### config.mk
export PLATFORM = sky130hd
export DESIGN_NAME = block_reorder_buffer_unit
export DESIGN_NICKNAME = d
export VERILOG_FILES = /design/src/design/brb_pkg.sv /design/src/design/block_reorder_buffer_unit.sv /design/src/design/brb_ram.sv
export SDC_FILE = /design/constraint.sdc
export NUM_CORES = 1
export LEC_CHECK = 0
export BUFFER_PORTS_ARGS = -buffer_cell sky130_fd_sc_hd__buf_4
export CAP_MARGIN = 10
export CORE_ASPECT_RATIO = 0.6
export CORE_UTILIZATION = 46
export CTS_CLUSTER_SIZE = 25
export DETAILED_ROUTE_END_ITERATION = 7
export GPL_TIMING_DRIVEN = 0
export HOLD_SLACK_MARGIN = 0.06
export PLACE_DENSITY = 0.63
export SLEW_MARGIN = 20
export SYNTH_ARGS = -nofsm -noshare
export SYNTH_HDL_FRONTEND = slang
export SYNTH_SLANG_ARGS = --single-unit
### constraint.sdc
create_clock -name clk -period 10.15 [get_ports clk]
set_input_delay 0.5075 -clock clk [delete_from_list [all_inputs] [get_ports clk]]
set_output_delay 0.5075 -clock clk [all_outputs]
set_load 0.02 [all_outputs]
### src/design/brb_pkg.sv
// ----------------------------------------------------------------------------
// brb_pkg
// Shared constants for the block reorder buffer: result kinds, field widths
// and the per-input result limit.
// ----------------------------------------------------------------------------
package brb_pkg;

  localparam int SEQ_W   = 32;
  localparam int HDL_W   = 16;
  localparam int CNT_W   = 16;
  localparam int KIND_W  = 2;
  localparam int TDATA_W = SEQ_W + HDL_W + CNT_W;

  // Most results one input may produce; pending deliveries carry over.
  localparam int RESULT_LIMIT = 16;
  localparam int RES_CNT_W    = $clog2(RESULT_LIMIT + 1);

  typedef logic [KIND_W-1:0] kind_t;

  localparam kind_t KIND_DELIVER = 2'd0;
  localparam kind_t KIND_DUP     = 2'd1;
  localparam kind_t KIND_BEYOND  = 2'd2;

endpackage

### src/design/block_reorder_buffer_unit.sv
// ----------------------------------------------------------------------------
// block_reorder_buffer_unit
// Resequences blocks by sequence number through a window of WINDOW slots.
// ----------------------------------------------------------------------------
// One block is taken at a time. On acceptance it is classified (late, beyond
// the window, or in range) and in the insert state it is either stored in its
// slot or issues a discard/reject result. Each in-order delivery then passes
// through two steps: a read of the slot memory at the expected index and a
// load of the output register, which waits while the output is stalled. No
// new block is taken until the last result of the current one is loaded. The
// read step exists because the slot memory read is registered. At most 16
// results follow one input; held blocks left over are released after the
// next input. Slot valid bits clear at reset, so no clearing pass runs.
// ----------------------------------------------------------------------------
module block_reorder_buffer_unit
  import brb_pkg::*;
#(
  parameter int WINDOW = 16
) (
  input  logic               clk,
  input  logic               rst_n,
  input  logic               in_tvalid,
  output logic               in_tready,
  input  logic [TDATA_W-1:0] in_tdata,   // seq_num[31:0], handle[47:32], byte_count[63:48]
  output logic               out_tvalid,
  input  logic               out_tready,
  output logic [TDATA_W-1:0] out_tdata,  // out_seq[31:0], out_handle[47:32], out_count[63:48]
  output logic [KIND_W-1:0]  out_tuser,  // kind[1:0]
  output logic               out_tlast
);

  localparam int IW = $clog2(WINDOW);
  localparam logic [IW:0]      WIN_S    = (IW+1)'(WINDOW);
  localparam logic [IW-1:0]    IDX_MAX  = IW'(WINDOW - 1);
  localparam logic [SEQ_W-1:0] WIN_SEQ  = SEQ_W'(WINDOW);
  localparam logic [RES_CNT_W-1:0] LIMIT_N = RES_CNT_W'(RESULT_LIMIT);

  localparam logic [1:0] S_IDLE  = 2'd0;
  localparam logic [1:0] S_INS   = 2'd1;
  localparam logic [1:0] S_READ  = 2'd2;
  localparam logic [1:0] S_DRAIN = 2'd3;

  logic [1:0]           state_r, state_nxt;
  logic [SEQ_W-1:0]     exp_r, exp_nxt;
  logic [IW-1:0]        exp_idx_r, exp_idx_nxt;
  logic [WINDOW-1:0]    valid_r, valid_nxt;
  logic [RES_CNT_W-1:0] n_r, n_nxt;

  logic [SEQ_W-1:0]     seq_r;
  logic [HDL_W-1:0]     hdl_r;
  logic [CNT_W-1:0]     cnt_r;
  logic                 late_r, beyond_r;
  logic [IW-1:0]        off_r;

  logic                 out_valid_r;
  logic [TDATA_W-1:0]   out_data_r;
  kind_t                out_kind_r;
  logic                 out_last_r;

  logic                 out_load;
  logic [TDATA_W-1:0]   load_data;
  kind_t                load_kind;
  logic                 load_last;

  logic                 in_xfer;
  logic                 out_free;
  logic [SEQ_W:0]       diff;
  logic [IW:0]          slot_sum;
  logic [IW-1:0]        ins_idx;
  logic                 dup;
  logic                 echo;
  logic                 ram_wr, ram_rd;
  logic [HDL_W+CNT_W-1:0] ram_rd_data;
  logic                 limit_hit;

  assign in_tready = (state_r == S_IDLE);
  assign in_xfer   = in_tvalid && in_tready;
  assign out_free  = !out_valid_r || out_tready;

  // borrow bit marks a late block
  assign diff = {1'b0, in_tdata[SEQ_W-1:0]} - {1'b0, exp_r};

  // slot index of the stored block: expected index plus offset, mod WINDOW
  assign slot_sum = {1'b0, exp_idx_r} + {1'b0, off_r};
  assign ins_idx  = (slot_sum >= WIN_S) ? IW'(slot_sum - WIN_S) : slot_sum[IW-1:0];
  assign dup      = valid_r[ins_idx];
  assign echo     = late_r || beyond_r || dup;
  assign limit_hit = (RES_CNT_W'(n_r + 1'b1) == LIMIT_N);

  brb_ram #(
    .WIDTH(HDL_W + CNT_W),
    .DEPTH(WINDOW)
  ) u_slot_ram (
    .clk    (clk),
    .wr_en  (ram_wr),
    .wr_addr(ins_idx),
    .wr_data({cnt_r, hdl_r}),
    .rd_en  (ram_rd),
    .rd_addr(exp_idx_r),
    .rd_data(ram_rd_data)
  );

  always_comb begin
    state_nxt   = state_r;
    exp_nxt     = exp_r;
    exp_idx_nxt = exp_idx_r;
    valid_nxt   = valid_r;
    n_nxt       = n_r;
    ram_wr      = 1'b0;
    ram_rd      = 1'b0;
    out_load    = 1'b0;
    load_data   = {cnt_r, hdl_r, seq_r};
    load_kind   = KIND_DUP;
    load_last   = 1'b1;
    case (state_r)
      S_IDLE: begin
        if (in_xfer) begin
          state_nxt = S_INS;
        end
      end
      S_INS: begin
        if (echo) begin
          if (out_free) begin
            out_load  = 1'b1;
            // slot lookup is meaningless for late or out-of-window blocks
            load_kind = (beyond_r && !late_r) ? KIND_BEYOND : KIND_DUP;
            load_last = !valid_r[exp_idx_r] || (LIMIT_N == RES_CNT_W'(1));
            n_nxt     = RES_CNT_W'(1);
            state_nxt = load_last ? S_IDLE : S_READ;
          end
        end else begin
          ram_wr             = 1'b1;
          valid_nxt[ins_idx] = 1'b1;
          n_nxt              = '0;
          state_nxt = (valid_r[exp_idx_r] || (ins_idx == exp_idx_r)) ? S_READ : S_IDLE;
        end
      end
      S_READ: begin
        ram_rd    = 1'b1;
        state_nxt = S_DRAIN;
      end
      S_DRAIN: begin
        if (out_free) begin
          out_load             = 1'b1;
          load_kind            = KIND_DELIVER;
          load_data            = {ram_rd_data, exp_r};
          valid_nxt[exp_idx_r] = 1'b0;
          exp_nxt              = exp_r + 1'b1;
          exp_idx_nxt          = (exp_idx_r == IDX_MAX) ? '0 : exp_idx_r + 1'b1;
          n_nxt                = RES_CNT_W'(n_r + 1'b1);
          load_last            = limit_hit || !valid_r[exp_idx_nxt];
          state_nxt            = load_last ? S_IDLE : S_READ;
        end
      end
      default: begin
        state_nxt = S_IDLE;
      end
    endcase
  end

  always_ff @(posedge clk) begin
    if (!rst_n) begin
      state_r     <= S_IDLE;
      exp_r       <= '0;
      exp_idx_r   <= '0;
      valid_r     <= '0;
      n_r         <= '0;
      out_valid_r <= 1'b0;
    end else begin
      state_r   <= state_nxt;
      exp_r     <= exp_nxt;
      exp_idx_r <= exp_idx_nxt;
      valid_r   <= valid_nxt;
      n_r       <= n_nxt;
      if (out_load) begin
        out_valid_r <= 1'b1;
      end else if (out_tready) begin
        out_valid_r <= 1'b0;
      end
    end
  end

  always_ff @(posedge clk) begin
    if (in_xfer) begin
      seq_r    <= in_tdata[SEQ_W-1:0];
      hdl_r    <= in_tdata[SEQ_W+HDL_W-1:SEQ_W];
      cnt_r    <= in_tdata[TDATA_W-1:SEQ_W+HDL_W];
      late_r   <= diff[SEQ_W];
      beyond_r <= (diff[SEQ_W-1:0] >= WIN_SEQ);
      off_r    <= diff[IW-1:0];
    end
    if (out_load) begin
      out_data_r <= load_data;
      out_kind_r <= load_kind;
      out_last_r <= load_last;
    end
  end

  assign out_tvalid = out_valid_r;
  assign out_tdata  = out_data_r;
  assign out_tuser  = out_kind_r;
  assign out_tlast  = out_last_r;

endmodule

### src/design/brb_ram.sv
// ----------------------------------------------------------------------------
// brb_ram
// Generic simple dual-port RAM: one write port, one read port with a
// registered, enabled read.
// ----------------------------------------------------------------------------
module brb_ram #(
  parameter int WIDTH = 32,
  parameter int DEPTH = 16
) (
  input  logic                     clk,
  input  logic                     wr_en,
  input  logic [$clog2(DEPTH)-1:0] wr_addr,
  input  logic [WIDTH-1:0]         wr_data,
  input  logic                     rd_en,
  input  logic [$clog2(DEPTH)-1:0] rd_addr,
  output logic [WIDTH-1:0]         rd_data
);

  logic [WIDTH-1:0] mem [DEPTH];
  logic [WIDTH-1:0] rd_data_r;

  always_ff @(posedge clk) begin
    if (wr_en) begin
      mem[wr_addr] <= wr_data;
    end
    if (rd_en) begin
      rd_data_r <= mem[rd_addr];
    end
  end

  assign rd_data = rd_data_r;

endmodule

* Yosys cells after proc, flatten, opt, wreduce, memory -nomap -nowiden *
Memories as Yosys holds them, arrays and structs flattened. A register that Yosys moved wholly into a read port is not among the register bits.
Index checks and enable logic that the tools add are counted.

operators by class
  reduce and logical (&&, ||, !) cells = 20
  equality and inequality tests = 10
  $add $sub $neg = 6
  $lt $le $gt $ge = 7
  muxes and demuxes = 48
  bitwise operators = 3

operator list
  cell                                                                 count
  two-way mux 64 bit                                                   2
  subtractor 32 x 32 -> 33 bit                                         1
  adder 32 x 1 -> 32 bit (second input constant)                       1
  greater-or-equal comparator 32 x 5 -> 1 bit (second input constant)  1
  two-way mux 16 bit                                                   2
  case mux 16 bit (2 select lines)                                     1
  two-way mux 2 bit                                                    10
  two-way mux 1 bit                                                    18
  AND 16 bit                                                           1
  NOT 16 bit                                                           1
  bitwise OR 16 bit                                                    1
  less-than comparator 4 x 5 -> 1 bit (second input constant)          3
  two-way mux 5 bit                                                    3
  binary-select mux 1 bit (select 4 bit)                               3
  case mux 5 bit (2 select lines)                                      1
  AND reduction 3 bit                                                  3
  demux 1 bit (select 4 bit)                                           2
  greater-or-equal comparator 4 x 1 -> 1 bit (second input constant)   2
  two-way mux 4 bit                                                    2
  case mux 2 bit (4 select lines)                                      1
  adder 4 x 4 -> 5 bit                                                 1
  adder 5 x 1 -> 5 bit (second input constant)                         1
  == test 5 bit (second input constant)                                1
  greater-or-equal comparator 5 bit (second input constant)            1
  other kinds (17)                                                     31

storage, ports and cells
  word-level logic and storage cells = 110
  register bits after elaboration = 197
  bits in writable memories = 512
  output and inout port bits = 69
  memories = 1

memory list
  name            words  width  read ports  clocked after Yosys merged registers in  write ports  line           source
  u_slot_ram.mem  16     32     1           1                                        1            brb_ram.sv:19  logic [WIDTH-1:0] mem [DEPTH];

* Depth between registers and ports, before layout *
Gate-level depths: netlist of run 1.

  depth in word-level cells = 10
  mapped depth = 11

* Hierarchy *
A second synthesis of run 1 with hierarchy kept.

second synthesis, totals
  cell total of the unflattened synthesis = 1,843
  area, all modules = 30,500.5 um2

modules (own cells, without submodules)
  module                     area each (um2)  instances  sequential area each (um2)  cells each
  brb_ram                    20,155.6         1          16,335.7                    838
  block_reorder_buffer_unit  10,344.9         1          5,315.1                     1,005

* Worst setup path before layout of run 1 *
No wires, ideal clock.

  path type = reg-to-reg
  from = register off_r[0]
  to = memory u_slot_ram.mem[0][0], enable pin
  cell stages (with the launch flop) = 9
  path slack = 4,697 ps
  required time = 9,689 ps
  arrival time = 4,992 ps
  setup time = 461 ps
  path buffers = 1
  path through = edfxtp_1 ha_1 fa_1 clkbuf_1 mux4_2 mux4_2 nor4b_4 nand3_1 nor3_1

on the way
  word-level cells in the longest chain between the ends = 10

RTL lines
  what                                                                                   line                              source
  start: declaration                                                                     block_reorder_buffer_unit.sv:53   logic [IW-1:0] off_r;
  start signal: assignment                                                               block_reorder_buffer_unit.sv:190  off_r <= diff[IW-1:0];
  adder 4 x 4 -> 5 bit *                                                                 block_reorder_buffer_unit.sv:84   assign slot_sum = {1'b0, exp_idx_r} + {1'b0, off_r};
  subtractor 4 x 1 -> 4 bit / greater-or-equal comparator 5 bit (equally long branches)  block_reorder_buffer_unit.sv:85   assign ins_idx = (slot_sum >= WIN_S) ? IW'(slot_sum - WIN_S) : slot_sum[IW-1:0];
  two-way mux 4 bit *                                                                    block_reorder_buffer_unit.sv:85
  binary-select mux 1 bit (select 4 bit)                                                 block_reorder_buffer_unit.sv:86   assign dup = valid_r[ins_idx];
  two-way mux 1 bit (not written as such)                                                block_reorder_buffer_unit.sv:86
  logical OR 1 bit                                                                       block_reorder_buffer_unit.sv:87   assign echo = late_r || beyond_r || dup;
  two-way mux 1 bit                                                                      block_reorder_buffer_unit.sv:122  if (echo) begin
  two-way mux 1 bit                                                                      block_reorder_buffer_unit.sv:115  case (state_r)
  two-way mux 1 bit                                                                      brb_ram.sv:23                     if (wr_en) begin
  two-way mux 1 bit (not written as such)                                                brb_ram.sv:24                     mem[wr_addr] <= wr_data;
  end: declaration                                                                       brb_ram.sv:19

Every way passes the cells marked *; elsewhere a longest branch is shown, timed or not. The select of a mux whose other input is x is not followed.

* Worst setup path after layout of run 1 *
  from = register off_r[0]
  to = memory u_slot_ram.mem[0][9], enable pin

The elaborated chain is that of the path after synthesis.

==> summary by stage, run 1 <==
Run status
The flow ran to the end, and the final reports show no timing, DRC or antenna violations.

STA
Across the routed clock network, the largest skew measured is between 30 and 40 ps. The final critical-path share of the clock period is roughly half. Setup violations remaining at the end of the flow were counted as 0.

The final hold violation count is 0. The max-slew violation count was 0. The maximum operating frequency is roughly 0.19 GHz.

For the pin with the worst max-slew slack, the measured transition is 1097 ps. Setup repair after global routing left no endpoint under its margin. The setup TNS is 0 ps. The smallest clock period supported by the final layout is computed as ~5300 ps. In this run the tightest slew margin relative to its limit is between 20% and 30%.

Worst setup path
STA classifies the critical path startpoint as a flip-flop. The worst endpoint required time is roughly 10,000 ps. For the worst setup path, the data arrival time is 5580 ps. The maximum net fanout on the critical path is 10. The worst setup path is captured at a flip-flop.

The critical path in this run is classified as flip-flop to flip-flop.

Logic synthesis
The share of flip-flops with an asynchronous set or reset after synthesis is 0%. The post-synthesis cell area is between 30,000 and 40,000 um^2. The distinct cell type count after synthesis is 75.

Counting flops and latches in the post-synthesis netlist gives 741. After technology mapping, the gate count stands at 1,784. The number of synthesized flops with an enable pin is about 680. The flip-flop cell with the highest count after synthesis is sky130_fd_sc_hd__edfxtp_1. The count of warnings emitted by yosys is 0. The post-synthesis area per instance is ~17 um^2. The register area share after synthesis is 70.79%. The number of nets in the synthesized netlist is about 1,900.

Die
The floorplan step defined a die boundary enclosing between 60,000 and 70,000 um^2. The I/O pin count is approximately 140. The floorplan row count is between 70 and 80. The total area inside the core boundary comes to around 65,000 um^2. The floorplan step set the die width to ~330 um. The starting density of the core is between 40% and 50%. The die is 201.7 um tall.

CTS
Clock tree synthesis inserted a total of 68 buffers. The maximum buffer depth of the clock tree is 3. The count of cells resized by post-cts repair is 0.

The post-CTS setup-driven buffer insertion count is 0. The CTS clock-pin slew for the worst setup and hold paths is 70 ps. The clock net sink count is between 700 and 800. At the later pin of the worst-skew pair, clock insertion delay measures ~630 ps. The cell sitting at the root of the clock tree is a sky130_fd_sc_hd__clkbuf_16. TritonCTS built the clock tree.

The H-tree was split into 3 levels.

Cells and area
The post-route netlist has between 20% and 30% of its cells at a drive strength greater than 1. In the layout the commonest cells are sky130_fd_sc_hd__edfxtp_1 (681), sky130_fd_sc_hd__nand2_1 (200), sky130_fd_sc_hd__mux4_2 (174). In the final design database the tool counted about 2,200 nets.

The finished layout cell area is roughly 36,000 um^2. The area growth from synthesis to layout is 18.58%. The number of standard cells in the layout, taps in and fillers out is approximately 3,000. The library cell used most frequently in the layout, excluding fill and tap cells, is sky130_fd_sc_hd__edfxtp_1.

The total of fill cells in the finished design is a little over 5,000. The antenna diode instance count is 0.

Global routing
The total congestion overflow is 0. The global-route track usage on met2 is between 30% and 40%. The first global-routing pass estimated 114,900 um of wire.

The number of global-route vias before repair is 17,179. The met3 usage in global routing is a little over 6%. met1 is the most crowded layer. Entering global routing, the biggest net connects 38 pins. The total routing resource utilization after global routing is a little under a quarter. The number of antenna violations at the first check in global routing is 2. The global-route met1 utilization is between 30% and 40%.

Pwr
The static leakage is 11.83 nW. Power spread over the standard cell area amounts to roughly 170 nW/um^2. The design draws about 6.2 mW. The peak supply drop is around 0.094 mV.

Route
The remaining number of nets flagged by the antenna check after routing is 0. For this run, design rule violations remaining after detail routing come to 0. The first-pass detailed-route iteration total is 5. The detailed router's first-iteration violation count is a little under 2,000. The routed design has roughly 78,000 um of wire. The post-detailed-route via-to-cell ratio is between 5 and 6. In the final routed layout, each cell accounts on average for roughly 26 um.

Detailed routing inserted a total of around 18,000 vias.

Placement
The congestion estimate from routability-driven global placement came to roughly 0.92. The wire-length estimate of the detail-placed layout is between 50,000 and 60,000 um. Buffers placed on the I/O ports in this run total ~140. The cell area after placement is between 30,000 and 40,000 um^2.

Once placement completed, the tool counted placed cells totaling between 2,000 and 3,000.

Run
The tool flagged a number of max-cap violations equal to 0.

Hold path
The worst hold-check path type is input port to flip-flop.
## registers in the layout, summed over array words and instances, names as in the netlist, 4 cells and up
register / cells
out_tdata: 64
exp_r: 32
exp_idx_r: 4
off_r: 4
n_r: 5
seq_r: 32
u_slot_ram.mem: 512
hdl_r: 16
cnt_r: 16
u_slot_ram.rd_data: 32
valid_r: 16
## what timing repair did
action	4_1_cts	5_1_grt
setup endpoints to repair	0	0
hold endpoints to repair	55	2
hold buffers	55	2
## where the power goes
part           leakage (nW)  switching, mW  internal [mW]
sequential             6.66         0.0455           3.38
combinational          4.16          0.151          0.102
clock                  1.00           1.10           1.38
total                  11.8           1.29           4.86
## per-stage QoR
| stage | utilization (%) | hold slack [ps] | setup slack [ps] |
|---|---|---|---|
| 3_3_place_gp | 50.29 | 473.6 | 1154 |
| 3_5_place_dp | 51.69 | 480.1 | 5038 |
| 4_1_cts | 55.73 | 60.94 | 5006 |
| 2_1_floorplan | - | 445.8 | 4697 |
| 6_report | 55.76 | 95.38 | 4890 |
| 5_1_grt | 55.76 | 62.95 | 4831 |
## per-layer routing
layer,wire (um),share of wire (%)
met1,36720,47
met4,959,1.2
met3,7492,9.6
met5,0,0
met2,32970,42
## synth_stat cells (9+ instances only)
cell type / instances / area share [%]
sky130_fd_sc_hd__a21boi_0: 10 / 0.25
sky130_fd_sc_hd__inv_1: 50 / 0.61
sky130_fd_sc_hd__a32o_1: 16 / 0.52
sky130_fd_sc_hd__nand4_1: 17 / 0.35
sky130_fd_sc_hd__nor3_1: 16 / 0.26
sky130_fd_sc_hd__edfxtp_1: 681 / 67
sky130_fd_sc_hd__dfxtp_1: 60 / 3.9
sky130_fd_sc_hd__and2_1: 32 / 0.65
sky130_fd_sc_hd__nand3_1: 47 / 0.77
sky130_fd_sc_hd__nand2_1: 200 / 2.5
sky130_fd_sc_hd__xnor2_1: 38 / 1.1
sky130_fd_sc_hd__mux4_2: 174 / 13
sky130_fd_sc_hd__xor2_1: 9 / 0.26
sky130_fd_sc_hd__a21oi_1: 47 / 0.77
sky130_fd_sc_hd__nor2b_1: 10 / 0.20
sky130_fd_sc_hd__buf_2: 12 / 0.20
sky130_fd_sc_hd__buf_1: 16 / 0.20
sky130_fd_sc_hd__o21ai_0: 59 / 0.97
sky130_fd_sc_hd__o21a_1: 13 / 0.32
sky130_fd_sc_hd__ha_1: 41 / 1.7
sky130_fd_sc_hd__nor2_1: 59 / 0.72
sky130_fd_sc_hd__clkbuf_1: 54 / 0.66
## layout make-up
cell class	count	area, um^2	area share, %
clock buffer	88	1798	4.957
buffer	85	355.3	0.9797
timing repair buffer	238	2347	6.472
inverter	50	187.7	0.5175
tap	888	1111	3.063
sequential	741	21650	59.69
clock inverter	29	281.5	0.7762
multi-input combinational	908	8538	23.54
## path summary, 6_finish.rpt
path / startpoint / end / slack (ps) / cells after the start
max: off_r[0] / u_slot_ram.mem[0][9] / 4890 / 12
min: in_tdata[3] / seq_r[3] / 100 / 1
max reg2reg: off_r[0] / u_slot_ram.mem[0][9] / 4890 / 12
min reg2reg: exp_r[25] / exp_r[25] / 490 / 2
## cell families (layout without fill, tap and decap cells)
group / after synthesis / count (layout) / synth area share (%)
AO/OA/AOI/OAI: 203 / 203 / 4.390
XOR/XNOR: 48 / 48 / 1.420
adder cells (fa/ha/maj): 43 / 43 / 1.808
buffers and inverters: 135 / 490 / 1.747
flip-flops: 741 / 741 / 70.79
multiplexers: 184 / 184 / 13.15
AND/OR/NAND/NOR: 430 / 430 / 6.697
## critical path, cell delays in order (launching register included)
cell,delay [ps]
sky130_fd_sc_hd__edfxtp_1,370
sky130_fd_sc_hd__ha_1,230
sky130_fd_sc_hd__fa_1,710
sky130_fd_sc_hd__clkbuf_1,480
sky130_fd_sc_hd__mux4_2,410
sky130_fd_sc_hd__mux4_2,550
sky130_fd_sc_hd__nor4b_4,440
sky130_fd_sc_hd__nand3_1,410
sky130_fd_sc_hd__nor3_2,500
sky130_fd_sc_hd__buf_4,280
sky130_fd_sc_hd__buf_4,220
sky130_fd_sc_hd__buf_6,160
sky130_fd_sc_hd__buf_6,160
(Power assumes the default switching activity.)
==> run 2, diff against run 1 <==
- clock period: 10.15 -> 5.3 ns (I/O delays scaled with it)
==> run 2 against run 1 <==
- wire length rose by 1.0%
- clock skew fell by 4.6 ps
- hold slack improved by 33 ps
- critical path type unchanged
- highest routed layer unchanged
- critical endpoint is now u_slot_ram.mem[4][10]
- critical path depth rose by 1
==> summary by stage, run 2 (synthesis results as in run 1) <==
Run status
The flow ran to the end, and the final reports show no timing, DRC or antenna violations.

Route
The routed length per instance is 25.94 um (+0.49%). The detailed-route via count is 17,725 (+0.41%). The total wire length is 78,940 um (+1.0%). The first-pass detailed-route iteration total is 5 (unchanged). The detailed router's first-iteration violation count was 2,284 (+15%).

The remaining number of nets flagged by the antenna check after routing is 0 (unchanged). The residual DRC count is 0 (unchanged). The post-detailed-route via-to-cell ratio is 5.825 (-0.11%).

Cells and area
The number of standard cells in the layout, taps in and fillers out came to 3,043 (+0.53%). More flip-flops sit in one register than any other, and that register is u_slot_ram.mem. The total of fill cells in the finished design was 5,011 (-1.1%). The antenna diode instance count was 0 (unchanged).

The most common library cell in the layout ignoring fill and taps is sky130_fd_sc_hd__edfxtp_1. The net total in the final layout is 2,215 (+0.54%). The flip-flop count of the largest register after layout is 512 (unchanged). The area growth from synthesis to layout is 19.89%. The share of cells above drive strength 1 is 24.13% (+0.57 points). The library cells used most frequently in the layout, excluding fill and tap cells, are sky130_fd_sc_hd__edfxtp_1 (681), sky130_fd_sc_hd__nand2_1 (200), sky130_fd_sc_hd__mux4_2 (174).

Die
The overall die area is 67,560 um^2 (unchanged). The I/O pin count is 137 (unchanged). The width of the die was 334.9 um (unchanged). The floorplan row count is 72 (unchanged).

The starting density of the core is 47.02% (unchanged). The placeable core region is 65,040 um^2 (unchanged). The die outline height was 201.7 um (unchanged).

Worst setup path
The logic depth of the worst register-to-register path is 13 (+1). In this run the critical register-to-register path is launched from exp_idx_r[0]. The worst setup path is launched from a flip-flop.

The endpoint class of the critical path is a flip-flop. The worst endpoint required time came to 5610 ps (-4860 ps). The setup slack on the worst flop-to-flop path came to 260 ps (-4630 ps). The maximum net fanout on the critical path is 10 (unchanged). In this run the critical register-to-register path is captured at u_slot_ram.mem[4][10].

The critical path is of the flip-flop to flip-flop type. The arrival time reported for the critical path endpoint is 5350 ps (-230 ps).

STA
The setup TNS was 0 ps (unchanged). The actual transition at the worst max-transition pin came to 1155 ps (+57.24 ps). The max-slew violation count came to 0 (unchanged). The final setup slack of the worst path is 262.5 ps (-4627 ps). The worst hold slack is 128.1 ps (+32.68 ps). The post-route minimum period was 5037 ps (-222.5 ps). Setup repair after global routing left no endpoint under its margin. The final critical-path share of the clock period is 95.05% (+43 points).

The count of endpoints failing setup in the final report is 0 (unchanged). The remaining max-slew budget at the tightest pin is 23.02% (-3.8 points). The final hold violation count is 0 (unchanged). The worst clock skew came to 29.12 ps (-4.553 ps). The maximum operating frequency is 0.1985 GHz (+4.4%).

Run
The number of maximum-capacitance constraint violations is 0 (unchanged).

Pwr
The power per standard cell area is 330.9 nW/um^2 (+95%). The peak supply drop was 0.1877 mV (+99%). The static leakage is 12.02 nW (+1.7%).

CTS
The number of buffers added by the clock tree synthesis step is 69 (+1.5%). The clock tree from TritonCTS is yes. The clock net sink count was 741 (unchanged).

The maximum buffer depth of the clock tree is 3 (unchanged). The maximum level of the CTS H-tree is 3 (unchanged). The post-CTS setup-driven buffer insertion count was 0 (unchanged). The later-pin clock latency in the skew report is 630 ps (about the same). The CTS clock-pin slew for the worst setup and hold paths was 70 ps (about the same). In this run the clock root is driven by a sky130_fd_sc_hd__clkbuf_16.

Hold path
The launch instance of the worst min-delay path is out_tready. The path with the worst hold slack has its endpoint at state_r[1]. The min-delay analysis places its worst path in the category input port to flip-flop. The number of cells traversed by the worst hold path is 4 (+3).

Global routing
The largest net degree at the start of global routing came to 47 (+24%). The total routing resource utilization after global routing came to 23.64% (+0.15 points). The number of global-route vias before repair came to 17,386 (+1.2%).

The wire length of the first global-routing pass is 115,200 um (+0.27%). The number of antenna violations at the first check in global routing came to 1 (-1). The total congestion overflow is 0 (unchanged).

Placement
The final weighted congestion in routability-driven placement is 0.9110 (-0.70%). The estimated wirelength of the detail-placed design came to 54,500 um (+1.6%). The total of buffers placed on input and output ports is 135 (unchanged). The post-placement cell count came to 2,856 (+0.11%). The minimum setup slack after placement is 167.6 ps (-4870 ps).
run 2: changes by cell type in the layout (fill, tap and decap cells not counted), sizes merged:
cell / change
clkbuf: +3
clkinvlp: -1
buf: -2
dlygate4sd3: +8
bufinv: +3
clkinv: +5
run 2: layer usage:
metal  track usage, %  share of wire, %  up-vias
met1            37.40                46     9092
li1                 -                 -     7690
met5                0                 0        -
met2            32.39                42      845
met4            4.958               1.7        0
met3            6.573                10       98
run 2: stage by stage:
step / instance area (um^2) / util (%) / power [mW]
after CTS: 36660 / 56.36 / 12.22
final: 36670 / 56.38 / 12.14
after global placement: 32710 / 50.29 / 7.108
after global routing: 36670 / 56.38 / 12.49
after floorplan: 30590 / - / 6.894
after detailed placement: 33720 / 51.85 / 7.133
run 2: cell type report:
class | count | area, um^2 | share of cell area [%]
Buffer | 85 | 361.6 | 0.9861
Inverter | 50 | 187.7 | 0.5118
Sequential cell | 741 | 21650 | 59.04
Clock inverter | 36 | 401.6 | 1.095
Multi-Input combinational cell | 908 | 8544 | 23.30
Timing Repair Buffer | 249 | 2527 | 6.892
Clock buffer | 86 | 1886 | 5.142
Tap cell | 888 | 1111 | 3.030
run 2: worst max-delay path, cell delays in order (launching register included):
cell	delay, ps
sky130_fd_sc_hd__dfxtp_1	350
sky130_fd_sc_hd__ha_1	250
sky130_fd_sc_hd__fa_1	680
sky130_fd_sc_hd__clkbuf_2	330
sky130_fd_sc_hd__mux4_2	340
sky130_fd_sc_hd__mux4_2	530
sky130_fd_sc_hd__nor4b_4	370
sky130_fd_sc_hd__nand3_1	380
sky130_fd_sc_hd__nor3_2	410
sky130_fd_sc_hd__buf_4	280
sky130_fd_sc_hd__buf_4	220
sky130_fd_sc_hd__buf_6	170
sky130_fd_sc_hd__buf_4	190
sky130_fd_sc_hd__buf_4	220
run 2: worst max path at each step:
stage | startpoint | to | cells after the start
floorplan | off_r[0] | u_slot_ram.mem[0][0] | 8
global placement | off_r[0] | u_slot_ram.mem[0][9] | 8
detailed placement | exp_idx_r[0] | u_slot_ram.mem[4][9] | 13
CTS | exp_idx_r[0] | u_slot_ram.mem[4][10] | 13
global route | exp_idx_r[0] | u_slot_ram.mem[4][10] | 13
finish | exp_idx_r[0] | u_slot_ram.mem[4][10] | 13
run 2: timing repair:
item                       CTS  global route
hold endpoints to repair    65             0
resized for setup            0             2
hold buffers                65             0
setup endpoints to repair    0             8
run 2: where the power goes:
group	internal [mW]	switching [mW]	total (mW)	leakage (nW)
Combinational	0.200	0.294	0.494	4.25
Sequential	6.47	0.0865	6.56	6.66
Clock	2.92	2.16	5.08	1.11
Total	9.59	2.54	12.1	12.0
==> run 3, diff against run 2 <==
- SETUP_SLACK_MARGIN: not set -> 0.4
==> run 3 against run 2 <==
- sequential share of layout area about the same
- die area unchanged
- hold slack better by 5.4 ps
- cell count about the same
- critical path depth unchanged
- clock power about the same
- non-clock buffer count up 2
- wire length up 0.32%
- via count up 0.17%
- final area about the same
- critical path type unchanged
- critical endpoint unchanged
- highest routed layer unchanged
==> summary by stage, run 3 (synthesis results as in run 1) <==
Run status
The flow ran to the end, and the final reports show no timing, DRC or antenna violations.

Pwr
The static leakage came to 12.03 nW (+0.12%). The peak supply drop is 0.1880 mV (+0.14%). The total power of the final layout is 12.14 mW (about the same). The power per standard cell area is 330.8 nW/um^2 (about the same).

Route
The residual DRC count is 0 (unchanged). The remaining number of nets flagged by the antenna check after routing is 0 (unchanged). The detailed router's first-iteration violation count came to 2,126 (-6.9%).

The first-pass detailed-route iteration total is 5 (unchanged). The post-detailed-route via-to-cell ratio came to 5.831 (+0.11%). Routed signal wires occupy layers up through met4. The wire length on met1 is 36,740 um (+0.94%). The routed length on met2 was 33,320 um (+0.74%). The sum of met3 wire segment lengths after detailed routing is 7835 um (-3.7%). The routed length per instance is 26.01 um (+0.25%).

The detailed-route via count is 17,756 (+0.17%). The total wire length is 79,190 um (+0.32%).

CTS
The later-pin clock latency in the skew report is 630 ps (about the same). The maximum buffer depth of the clock tree is 3 (unchanged). The root buffer cell is sky130_fd_sc_hd__clkbuf_16. The clock net sink count is 741 (unchanged). The CTS clock-pin slew for the worst setup and hold paths is 70 ps (about the same). The number of buffers added by the clock tree synthesis step is 69 (unchanged). The maximum level of the CTS H-tree was 3 (unchanged). The clock tree from TritonCTS is yes.

Hold path
The worst hold-check path type is input port to flip-flop.

Global routing
The total congestion overflow is 0 (unchanged). The number of antenna violations at the first check in global routing is 1 (unchanged). The total routing resource utilization after global routing was 23.64% (about the same). The wire length of the first global-routing pass is 115,200 um (about the same). The number of global-route vias before repair is 17,386 (unchanged). The largest net degree at the start of global routing is 47 (unchanged).

Worst setup path
The critical path is of the flip-flop to flip-flop type. The maximum net fanout on the critical path is 10 (unchanged). In this design, the largest share of critical-path delay is due to buffers and inverters. Among the stages of the critical path, the cell type that occurs most often is sky130_fd_sc_hd__buf_4. The worst endpoint required time is 5610 ps (about the same). The category of the worst setup path launch point is a flip-flop. The largest stage delay on the critical path is 690 ps (about the same). The largest individual stage delay along the critical path comes from the cell sky130_fd_sc_hd__fa_1. The signal on the critical path passes through ha_1 > fa_1 > clkbuf_4 > mux4_2 > mux4_2 > nor4b_4 > nand3_2 > nor3_4 > buf_4 > buf_4 > buf_6 > buf_4 > buf_4. The number of buffer and inverter stages on the critical path came to 6 (unchanged). The arrival time reported for the critical path endpoint is 5060 ps (-290 ps). STA classifies the critical path endpoint as a flip-flop.

STA
The final critical-path share of the clock period is 89.62% (-5.4 points). The maximum operating frequency is 0.2105 GHz (+6.1%). The remaining max-slew budget at the tightest pin was 23.23% (+0.21 points).

The final hold violation count is 0 (unchanged). Setup repair after global routing left no endpoint under its margin. The actual transition at the worst max-transition pin is 1151 ps (-3.138 ps). The count of endpoints failing setup in the final report is 0 (unchanged). The worst clock skew is 31.15 ps (+2.028 ps).

The max-slew violation count was 0 (unchanged). The post-route minimum period was 4750 ps (-287.4 ps).

Die
The width of the die is 334.9 um (unchanged). The placeable core region is 65,040 um^2 (unchanged). The overall die area is 67,560 um^2 (unchanged). The die outline height came to 201.7 um (unchanged). The starting density of the core is 47.02% (unchanged). The I/O pin count is 137 (unchanged). The floorplan row count is 72 (unchanged).

Cells and area
The flip-flop count of the largest register after layout came to 512 (unchanged). The number of standard cells in the layout, taps in and fillers out came to 3,045 (+0.066%). The finished layout cell area is 36,700 um^2 (about the same). The net total in the final layout is 2,217 (+0.090%).

The library cells used most frequently in the layout, excluding fill and tap cells, are sky130_fd_sc_hd__edfxtp_1 (681), sky130_fd_sc_hd__nand2_1 (200), sky130_fd_sc_hd__mux4_2 (174). The register name with the most flops is u_slot_ram.mem. The share of cells above drive strength 1 is 24.25% (+0.12 points). The total of fill cells in the finished design is 5,005 (-0.12%). Leaving out fill and tap cells, the most frequent cell in the layout is sky130_fd_sc_hd__edfxtp_1. The antenna diode instance count is 0 (unchanged). The area growth from synthesis to layout is 19.99% (about the same).

Placement
The estimated wirelength of the detail-placed design was 54,500 um (unchanged). The cell area after placement came to 33,720 um^2 (unchanged). The final weighted congestion in routability-driven placement is 0.9110 (unchanged). The total of buffers placed on input and output ports was 135 (unchanged). The post-placement cell count came to 2,856 (unchanged).

Run
The number of maximum-capacitance constraint violations is 0 (unchanged).
[run 3: cell count changes in the layout (fill, tap and decap cells not counted), sizes merged]
cell / before / now
buf: 208 / 210
[run 3: routing by layer]
metal,global-route usage (%),up-vias
met1,37.47,9121
li1,-,7679
met5,0,-
met2,32.41,855
met3,6.486,101
met4,4.958,0
[run 3: layout make-up]
class / instances / area (um^2) / share of cell area, %
Sequential cell: 741 / 21650 / 59.00
Multi-Input combinational cell: 908 / 8556 / 23.31
Timing Repair Buffer: 251 / 2542 / 6.928
Clock buffer: 86 / 1886 / 5.138
Tap cell: 888 / 1111 / 3.028
Clock inverter: 36 / 401.6 / 1.094
Buffer: 85 / 364.1 / 0.9921
Inverter: 50 / 187.7 / 0.5114
[run 3: metrics by stage]
step | setup WS [ps] | util (%) | hold slack (ps) | setup TNS [ps]
6_report | 550.0 | 56.42 | 133.4 | 0
5_1_grt | 317.9 | 56.42 | 127.0 | 0
4_1_cts | 460.3 | 56.38 | 82.67 | 0
3_5_place_dp | 167.6 | 51.85 | 444.3 | 0
3_3_place_gp | -3471 | 50.29 | 443.1 | -1010790
2_1_floorplan | -152.6 | - | 363.9 | -18730
[run 3: final timing paths]
kind / start / end / slack [ps] / cells after the start
setup / recovery: exp_idx_r[0] / u_slot_ram.mem[4][10] / 550 / 13
hold / removal: out_tready / state_r[1] / 130 / 4
setup reg to reg: exp_idx_r[0] / u_slot_ram.mem[4][10] / 550 / 13
hold reg to reg: n_r[4] / n_r[4] / 500 / 1
[run 3: repair_timing]
item,in CTS,in global routing
resized for setup,3,2
hold endpoints to repair,65,0
endpoints found under the setup margin,13,15
buffers inserted,0,2
pin swaps,0,1
hold buffers,65,0
[run 3: worst min-delay path, stage by stage]
cell and delay (ps):
sky130_fd_sc_hd__buf_4 80, sky130_fd_sc_hd__nor2b_1 80, sky130_fd_sc_hd__a21oi_1 150, sky130_fd_sc_hd__a31o_2 120
[run 3: where the power goes]
part / internal (mW) / total, mW / switching, mW
Clock: 2.92 / 5.09 / 2.16
Combinational: 0.200 / 0.495 / 0.295
Sequential: 6.47 / 6.56 / 0.0870
Total: 9.59 / 12.1 / 2.55
